File: src/ual_pkg.sv
// ============================================================================
// ual_pkg - shared definitions for the unordered array list
// Sizes, command and status codes, controller states and the ring control
// bundle that passes from the controller to the chain of entry cells.
// ============================================================================
package ual_pkg;

    // list capacity and the widths that follow from it
    localparam int DEPTH  = 1024;
    localparam int IDX_W  = (DEPTH > 1) ? $clog2(DEPTH) : 1;
    localparam int CNT_W  = 11;   // count and position fields are fixed at 11 bits
    localparam int VAL_W  = 32;
    localparam int POS_W  = 11;
    localparam int CMD_W  = 2;
    localparam int STAT_W = 2;

    // command codes
    localparam logic [CMD_W-1:0] CMD_SEARCH = 2'd0;
    localparam logic [CMD_W-1:0] CMD_INSERT = 2'd1;
    localparam logic [CMD_W-1:0] CMD_REMOVE = 2'd2;

    // status codes
    localparam logic [STAT_W-1:0] STAT_OK        = 2'd0;
    localparam logic [STAT_W-1:0] STAT_NOT_FOUND = 2'd1;
    localparam logic [STAT_W-1:0] STAT_FULL      = 2'd2;
    localparam logic [STAT_W-1:0] STAT_BAD_POS   = 2'd3;

    // controller states
    typedef enum logic [1:0] {
        ST_IDLE,
        ST_PASS1,
        ST_PASS2,
        ST_FINISH
    } ctrl_state_t;

    // ring control: shift enable and the word that enters the tail cell
    typedef struct packed {
        logic             shift;
        logic [VAL_W-1:0] feed;
    } ring_ctrl_t;

endpackage

File: src/ual_ctrl.sv
// ============================================================================
// ual_ctrl - command sequencer for the list ring
// Takes a command, rotates the ring once (twice for a remove that hits, not
// at all for a rejected command), compares and rewrites entries as they pass
// the head, then posts the item in the output register.
// ============================================================================
module ual_ctrl (
    input  logic                         clk,
    input  logic                         rst_n,
    // command channel
    input  logic                         s_tvalid,
    output logic                         s_tready,
    input  logic [ual_pkg::CMD_W-1:0]    in_command,
    input  logic [ual_pkg::VAL_W-1:0]    in_value,
    input  logic [ual_pkg::POS_W-1:0]    in_position,
    // result channel
    output logic                         m_tvalid,
    input  logic                         m_tready,
    output logic [ual_pkg::STAT_W-1:0]   out_status,
    output logic [ual_pkg::CNT_W-1:0]    out_found_position,
    output logic [ual_pkg::CNT_W-1:0]    out_entry_count,
    // ring
    input  logic [ual_pkg::VAL_W-1:0]    head,
    output ual_pkg::ring_ctrl_t          ring
);

    ual_pkg::ctrl_state_t state_reg, state_next;

    logic [ual_pkg::IDX_W-1:0]  step_reg, step_next;
    logic [ual_pkg::CNT_W-1:0]  count_reg, count_next;
    logic                       out_valid_reg, out_valid_next;

    logic [ual_pkg::CMD_W-1:0]  cmd_reg;
    logic [ual_pkg::VAL_W-1:0]  val_reg;
    logic [ual_pkg::POS_W-1:0]  pos_reg;
    logic [ual_pkg::STAT_W-1:0] status_reg;
    logic [ual_pkg::CNT_W-1:0]  found_reg;
    logic [ual_pkg::VAL_W-1:0]  held_reg;
    logic [ual_pkg::STAT_W-1:0] out_status_reg;
    logic [ual_pkg::CNT_W-1:0]  out_found_reg;
    logic [ual_pkg::CNT_W-1:0]  out_count_reg;

    logic                       accept;
    logic                       out_free;
    logic                       finish_go;
    logic                       last_step;
    logic [ual_pkg::CNT_W-1:0]  step_ext;
    logic [ual_pkg::CNT_W-1:0]  count_m1;
    logic [ual_pkg::CNT_W-1:0]  pos_m1;
    logic [ual_pkg::CNT_W-1:0]  found_m1;
    logic                       hit;
    logic [ual_pkg::CNT_W-1:0]  found_now;
    logic                       is_scan;
    logic                       in_full;
    logic                       in_bad_pos;
    logic [ual_pkg::STAT_W-1:0] in_status;
    logic [ual_pkg::STAT_W-1:0] final_status;

    // common terms
    always_comb
    begin
        accept    = s_tvalid && s_tready;
        out_free  = !out_valid_reg || m_tready;
        finish_go = (state_reg == ual_pkg::ST_FINISH) && out_free;
        last_step = (step_reg == ual_pkg::IDX_W'(ual_pkg::DEPTH - 1));
        step_ext  = ual_pkg::CNT_W'(step_reg);
        count_m1  = count_reg - 1'b1;
        pos_m1    = ual_pkg::CNT_W'(pos_reg) - 1'b1;
        found_m1  = found_reg - 1'b1;
        is_scan   = (cmd_reg == ual_pkg::CMD_SEARCH) || (cmd_reg == ual_pkg::CMD_REMOVE);
        // only search and remove look for a match
        hit       = is_scan && (step_ext < count_reg) && (head == val_reg) &&
                    (found_reg == '0);
        found_now = hit ? (step_ext + 1'b1) : found_reg;
    end

    // classify the incoming command: rejected ones skip the ring
    always_comb
    begin
        in_full    = (count_reg >= ual_pkg::CNT_W'(ual_pkg::DEPTH));
        in_bad_pos = (in_position == '0) ||
                     ({1'b0, in_position} > ({1'b0, count_reg} + 1'b1));
        unique case (in_command)
            ual_pkg::CMD_SEARCH: in_status = ual_pkg::STAT_OK;
            ual_pkg::CMD_REMOVE: in_status = ual_pkg::STAT_OK;
            ual_pkg::CMD_INSERT:
            begin
                if (in_full)
                    in_status = ual_pkg::STAT_FULL;
                else if (in_bad_pos)
                    in_status = ual_pkg::STAT_BAD_POS;
                else
                    in_status = ual_pkg::STAT_OK;
            end
            default:             in_status = ual_pkg::STAT_BAD_POS;
        endcase
    end

    // next state
    always_comb
    begin
        state_next = state_reg;
        unique case (state_reg)
            ual_pkg::ST_IDLE:
            begin
                if (accept)
                    state_next = (in_status == ual_pkg::STAT_OK) ? ual_pkg::ST_PASS1
                                                                 : ual_pkg::ST_FINISH;
            end
            ual_pkg::ST_PASS1:
            begin
                if (last_step)
                    state_next = ((cmd_reg == ual_pkg::CMD_REMOVE) && (found_now != '0))
                                 ? ual_pkg::ST_PASS2 : ual_pkg::ST_FINISH;
            end
            ual_pkg::ST_PASS2:
            begin
                if (last_step)
                    state_next = ual_pkg::ST_FINISH;
            end
            ual_pkg::ST_FINISH:
            begin
                if (out_free)
                    state_next = ual_pkg::ST_IDLE;
            end
            default: state_next = ual_pkg::ST_IDLE;
        endcase
    end

    // outputs of the sequencer: handshake and ring control
    always_comb
    begin
        s_tready   = 1'b0;
        ring.shift = 1'b0;
        ring.feed  = head;
        unique case (state_reg)
            ual_pkg::ST_IDLE:
            begin
                s_tready = 1'b1;
            end
            ual_pkg::ST_PASS1:
            begin
                ring.shift = 1'b1;
                // insert: new value at its slot, displaced entry at the end
                if (cmd_reg == ual_pkg::CMD_INSERT)
                begin
                    if (step_ext == pos_m1)
                        ring.feed = val_reg;
                    else if (step_ext == count_reg)
                        ring.feed = held_reg;
                end
            end
            ual_pkg::ST_PASS2:
            begin
                ring.shift = 1'b1;
                // remove: last entry fills the slot of the match
                if (step_ext == found_m1)
                    ring.feed = held_reg;
            end
            ual_pkg::ST_FINISH:
            begin
                s_tready = 1'b0;
            end
            default:
            begin
                s_tready = 1'b0;
            end
        endcase
    end

    // step, count and output valid
    always_comb
    begin
        step_next = step_reg;
        if (ring.shift)
            step_next = last_step ? '0 : (step_reg + 1'b1);

        count_next = count_reg;
        if (finish_go && (status_reg == ual_pkg::STAT_OK))
        begin
            if (cmd_reg == ual_pkg::CMD_INSERT)
                count_next = count_reg + 1'b1;
            else if ((cmd_reg == ual_pkg::CMD_REMOVE) && (found_reg != '0))
                count_next = count_reg - 1'b1;
        end

        final_status = (is_scan && (found_reg == '0)) ? ual_pkg::STAT_NOT_FOUND : status_reg;

        if (finish_go)
            out_valid_next = 1'b1;
        else if (m_tready)
            out_valid_next = 1'b0;
        else
            out_valid_next = out_valid_reg;
    end

    // control registers
    always_ff @(posedge clk or negedge rst_n)
    begin
        if (!rst_n)
        begin
            state_reg     <= ual_pkg::ST_IDLE;
            step_reg      <= '0;
            count_reg     <= '0;
            out_valid_reg <= 1'b0;
        end
        else
        begin
            state_reg     <= state_next;
            step_reg      <= step_next;
            count_reg     <= count_next;
            out_valid_reg <= out_valid_next;
        end
    end

    // command, scan and result payload
    always_ff @(posedge clk)
    begin
        if (accept)
        begin
            cmd_reg    <= in_command;
            val_reg    <= in_value;
            pos_reg    <= in_position;
            status_reg <= in_status;
            found_reg  <= '0;
        end
        else if (state_reg == ual_pkg::ST_PASS1)
        begin
            found_reg <= found_now;
            // capture the displaced entry or the last entry
            if (((cmd_reg == ual_pkg::CMD_INSERT) && (step_ext == pos_m1)) ||
                ((cmd_reg == ual_pkg::CMD_REMOVE) && (step_ext == count_m1)))
                held_reg <= head;
        end

        if (finish_go)
        begin
            out_status_reg <= final_status;
            out_found_reg  <= found_reg;
            out_count_reg  <= count_next;
        end
    end

    assign m_tvalid           = out_valid_reg;
    assign out_status         = out_status_reg;
    assign out_found_position = out_found_reg;
    assign out_entry_count    = out_count_reg;

endmodule

File: config.mk
export PLATFORM = sky130hd
export DESIGN_NAME = ual_ctrl
export DESIGN_NICKNAME = d
export VERILOG_FILES = /design/src/ual_pkg.sv /design/src/ual_ctrl.sv
export SDC_FILE = /design/constraint.sdc
export NUM_CORES = 1
export LEC_CHECK = 0
export BUFFER_PORTS_ARGS = -buffer_cell sky130_fd_sc_hd__buf_2
export CAP_MARGIN = 20
export CORE_MARGIN = 3
export CORE_UTILIZATION = 59
export CTS_BUF_LIST = sky130_fd_sc_hd__clkbuf_8
export DETAILED_ROUTE_END_ITERATION = 7
export PLACE_DENSITY = 0.83
export REMOVE_ABC_BUFFERS = 1
export SYNTH_ARGS = -nofsm -noshare
export SYNTH_HDL_FRONTEND = slang
export SYNTH_SLANG_ARGS = --single-unit
File: constraint.sdc
create_clock -name clk -period 4.9 [get_ports clk]
set_input_delay 0 -clock clk [delete_from_list [all_inputs] [get_ports clk]]
set_output_delay 0 -clock clk [all_outputs]
set_load 0.03 [all_outputs]
* Word level (Yosys, flattened, before mapping) *
Index checks and enable logic that the tools add are counted.

cells by class
  add/subtract/negate cells = 7
  multiply operators = 0
  divide/modulo/power cells = 0
  $lt $le $gt $ge = 3
  equal/unequal tests = 17
  shift operators = 0
  mux-type cells = 23
  bitwise gates (word level) = 1
  reduce and logical (&&, ||, !) cells = 29

operators with widths
  cell                                                        count
  2-to-1 mux 32 bit                                           4
  case mux 33 bit (2 select lines)                            1
  == test 10 x 11 -> 1 bit                                    4
  2-to-1 mux 11 bit                                           4
  subtractor 11 x 1 -> 11 bit (second input constant)         3
  == test 32 bit                                              1
  zero test 11 bit                                            2
  nonzero test 11 bit                                         2
  2-to-1 mux 2 bit                                            7
  adder 11 x 1 -> 12 bit (second input constant)              1
  greater-than comparator 11 x 12 -> 1 bit                    1
  adder 10 x 1 -> 11 bit (second input constant)              1
  adder 11 x 1 -> 11 bit (second input constant)              1
  greater-or-equal comparator 11 bit (second input constant)  1
  logical AND 1 bit                                           11
  < comparator 10 x 11 -> 1 bit                               1
  adder 10 x 1 -> 10 bit (second input constant)              1
  == test 10 bit (second input constant)                      1
  zero test 2 bit                                             5
  2-to-1 mux 10 bit                                           1
  == test 2 bit (second input constant)                       4
  inequality test 2 bit (second input constant)               4
  case mux 2 bit (4 select lines)                             1
  == test 2 x 1 -> 1 bit (second input constant)              3
  other kinds (9)                                             15

word-level totals
  register bits after elaboration = 138
  latch bits = 0
  memory bits (writable) = 0
  memory bits (read-only) = 0
  bits of input ports = 81
  output and inout port bits = 59
  word-level logic and storage cells = 93
  memories = 0

* Depth between registers and ports, before layout *
  word-level depth = 11
  mapped depth = 13
  gate-level depth less buffers = 13

* Worst setup path after synthesis *
No wires, ideal clock.

  path kind = reg-to-reg
  from = register count_reg[0] (netlist bit)
  to = register held_reg[0] (netlist bit) (enable)
  setup time = 0.391 ns
  data arrival time = 3.358 ns
  data required time = 4.509 ns
  setup slack = 1.151 ns
  stages on the path, launching flop included = 10
  buffers on the path = 0
  clock period less this slack = 3.749 ns
  cells stage by stage = dfrtp_1 > inv_1 > ha_1 > or4b_2 > or4_1 > xnor2_1 > nor4_1 > nand4_1 > nor4_1 > o21a_1

on the way
  word-level cells in the longest chain between the ends = 5

RTL lines
  what                           line             RTL
  start: declaration             ual_ctrl.sv:30   logic [ual_pkg::CNT_W-1:0] count_reg, count_next;
  start signal: assignment       ual_ctrl.sv:211  count_reg <= count_next;
  subtractor 11 x 1 -> 11 bit    ual_ctrl.sv:67   count_m1 = count_reg - 1'b1;
  == test 10 x 11 -> 1 bit       ual_ctrl.sv:232  ((cmd_reg == ual_pkg::CMD_REMOVE) && (step_ext == count_m1)))
  logical AND 1 bit              ual_ctrl.sv:232
  logical OR 1 bit               ual_ctrl.sv:231  if (((cmd_reg == ual_pkg::CMD_INSERT) && (step_ext == pos_m1)) ||
  AND reduction 3 bit (no line)  --
  end signal: assignment         ual_ctrl.sv:233  held_reg <= head;
  end: declaration               ual_ctrl.sv:38   logic [ual_pkg::VAL_W-1:0] held_reg;

No other way between the ends.
A chain may end at the register's enable or synchronous reset.

==> key figures <==
Clocking
  • Clk_lat worst skew: 0.47 ns
  • Clock slew at reported path FFs: 0.08 ns
  • TritonCTS sink count: 138
  • Post-CTS Setup Inserts: 0
  • # H-tree levels: 4
  • Post-CTS sizing: 0
  • CTS max path bufs: 2
  • Root buf cell: clkbuf_8
  • Hold-fix buffers at CTS: 79
  • CTS tree: built
  • CTS Buf Count: 17

Synthesis
  • Top FF cell, synth: edfxtp_1
  • Yosys top cell area share: 0.345
  • Netlist Area Pre-Place: 0.00896 sq mm
  • Synth top area cells: edfxtp_1 35%, mux2_2 7.7%, xnor2_1 7.2%
  • Async set or reset register ratio after synthesis: 0.174
  • Syn_area_per_cell: 10.2 sq um
  • Flops & latches, synth: 138
  • Top cells by count, synth: 124 x nand2_1, 103 x edfxtp_1, 74 x xnor2_1, 61 x mux2_2, 43 x nor2_1
  • Most common cell in the netlist: nand2_1
  • Largest area contributor in the netlist: edfxtp_1
  • Cells after Synth: 877
  • Yosys warning count: 0
  • EDFF count, synth: 103
  • Post-synthesis sequential area ratio: 0.437
  • Netlist cell types: 72

Finish
  • Final nets: 1188
  • # diodes: 0
  • Reg area: 0.00391 sq mm
  • Layout cells sized above 1: 0.232
  • Area growth from synthesis to layout: 22.4%
  • Filler cells: 968
  • Area taken by multi-input logic gates: 0.00472 sq mm

Global route
  • All-layer global routing usage: 0.307
  • Vias in the first global route: 7943
  • GR Overflow Total: 0
  • First-pass GRT wire length: 40200 um
  • Largest net degree at the start of global routing: 52
  • Initial antenna violation count: 0

Routing
  • Final WL: 25500 um
  • Top routing layer used: met4
  • DRT Pass-1 Iters: 6
  • DRC: 0
  • Avg Vias per Cell: 6.26
  • WL per Instance: 20.0 um
  • Initial DRC count: 872
  • M1 WL: 10300 um
  • Total vias in the final route: 7970
  • Routed length on met3: 2120 um
  • Metal2 WL: 12000 um
  • DRT antenna net count: 0

Pwr
  • Switching power: 2.44 mW
  • Clk network pwr share: 0.163
  • Lkg Pwr: 4.34 nW
  • Reg power frac: 0.325
  • Pwr dens: 486 mW/mm^2
  • Logic pwr share: 0.511
  • Worst VDD drop: 0.330 mV
  • P_int: 2.88 mW
  • Net Sw Frac: 0.458

STA
  • Final Hold Fails: 0
  • Post-Route Skew: 0.0144 ns
  • Max-slew violations: 0
  • Setup WS post-layout: 0.683 ns
  • Setup_tns: 0 ns
  • Tcrit/Tclk final: 0.861
  • Fmax: 237 MHz
  • RSZ-0062 raised after global routing: false
  • Post-route minimum period: 4.22 ns
  • Slew HR: 0.297
  • Slew @ Worst Pin: 1.04 ns
  • Final setup viols: 0

Floorplan
  • Io pins: 140
  • Die Span Y: 129 um
  • Die area: 0.0167 sq mm
  • Starting density of the core: 0.609
  • FP Rows: 44
  • Die width: 129 um
  • Area of the core: 0.0147 sq mm

Critical path
  • Critical Path End Type: primary output
  • WP buf/inv: 3
  • Crit path DAT: 4.22 ns
  • Top cell family by delay on the critical path: simple AND/OR/NAND/NOR gates
  • Critical path type: flop to primary output
  • Crit-path max FO: 24
  • Req. time, crit path: 4.90 ns
  • Sequence of cells on the critical path: inv_1 > ha_1 > o21ba_1 > a221oi_1 > a41oi_1 > or4_4 > nor3b_4 > buf_4 > mux2_2 > o211ai_1 > buf_2
  • Slowest cell on crit path: or4_4
  • Critical Path Start Type: flop
  • Slowest stage delay, CP: 0.61 ns

Placed design
  • Gpl congestion: 0.980
  • Place WS: 1.15 ns
  • Port-buffer cells: 139
  • DP Wirelength: 16300 um

Job
  • Number of max-cap violations: 0

Hold path
  • Hold Crit Class: primary input to flop

Outcome
  • Status: finished, final reports clean
## worst min-delay path: cells and delay by family
kind	cells	cell delay [ns]
AO/OA/AOI/OAI	1	0.17
buffers and inverters	1	0.08
AND/OR/NAND/NOR	1	0.19
## kinds of logic after synthesis
kind of cell               Yosys count  share of synthesized area
adders and majority gates           31                     0.0433
DFF                                138                      0.437
AOI/OAI and AO/OA                  155                      0.123
xor gates and xnor gates            89                     0.0870
buffers and inverters               79                     0.0372
muxes                               99                      0.119
and+or+nand+nor                    286                      0.154
## final timing paths
| kind | start | end | slack [ns] | depth (start not counted) |
|---|---|---|---|---|
| worst max-delay path | found_reg[0] | ring[14] | 0.68 | 11 |
| worst min-delay path | s_tvalid | found_reg[6] | 0.03 | 3 |
| worst max register to register | count_reg[0] | held_reg[27] | 1.06 | 10 |
| worst min register to register | found_reg[10] | out_found_position[10] | 0.53 | 0 |
| max in group asynchronous | rst_n | step_reg[8] | 4.43 | 2 |
| min in group asynchronous | rst_n | step_reg[3] | 0.07 | 2 |
## cell usage in the layout (no fill, tap or decap), types with 20 or more instances in the layout
cell type	instances
dlygate4sd3_1	79
o211ai_1	37
nand3_1	22
o21ai_0	22
mux2i_1	38
a21oi_1	25
dfrtp_1	24
nor2_1	43
ha_1	31
mux2_2	61
buf_2	139
inv_1	28
nand2_1	124
clkbuf_8	20
xnor2_1	74
edfxtp_1	103
## final cells by class
| type | instances | share of cell area |
|---|---|---|
| Clock inverter | 12 | 0.00765 |
| Clock buffer | 20 | 0.0251 |
| Timing Repair Buffer | 231 | 0.149 |
| Sequential cell | 138 | 0.357 |
| Multi-Input combinational cell | 660 | 0.430 |
| Inverter | 28 | 0.00959 |
| Tap cell | 184 | 0.0210 |
## power by group through the flow
stage               registers, mW  clock network (mW)  logic, mW
detailed placement           1.74                   0       2.57
CTS                          1.72               0.867       2.63
global placement             1.74                   0       2.47
floorplan                    1.81                   0       1.67
global route                 1.75               0.930       2.92
finish                       1.73               0.869       2.72
## through the flow
stage	instance area [sq um]	instances	hold slack [ns]	util	total power, mW
2_1_floorplan	8730	826	-0.296	-	3.49
3_3_place_gp	9740	1159	0.0376	0.662	4.21
3_5_place_dp	9760	1160	0.0380	0.664	4.32
4_1_cts	10900	1271	0.0257	0.742	5.22
5_1_grt	11000	1273	0.0458	0.746	5.60
6_report	11000	1273	0.0296	0.746	5.32
## per-layer routing
metal | GRT usage | vias to the layer above
met5 | 0 | -
met2 | 0.487 | 475
met4 | 0.146 | 0
met1 | 0.403 | 3764
li1 | - | 3620
met3 | 0.0668 | 111
Note: power is estimated with default switching activity, not from simulation.
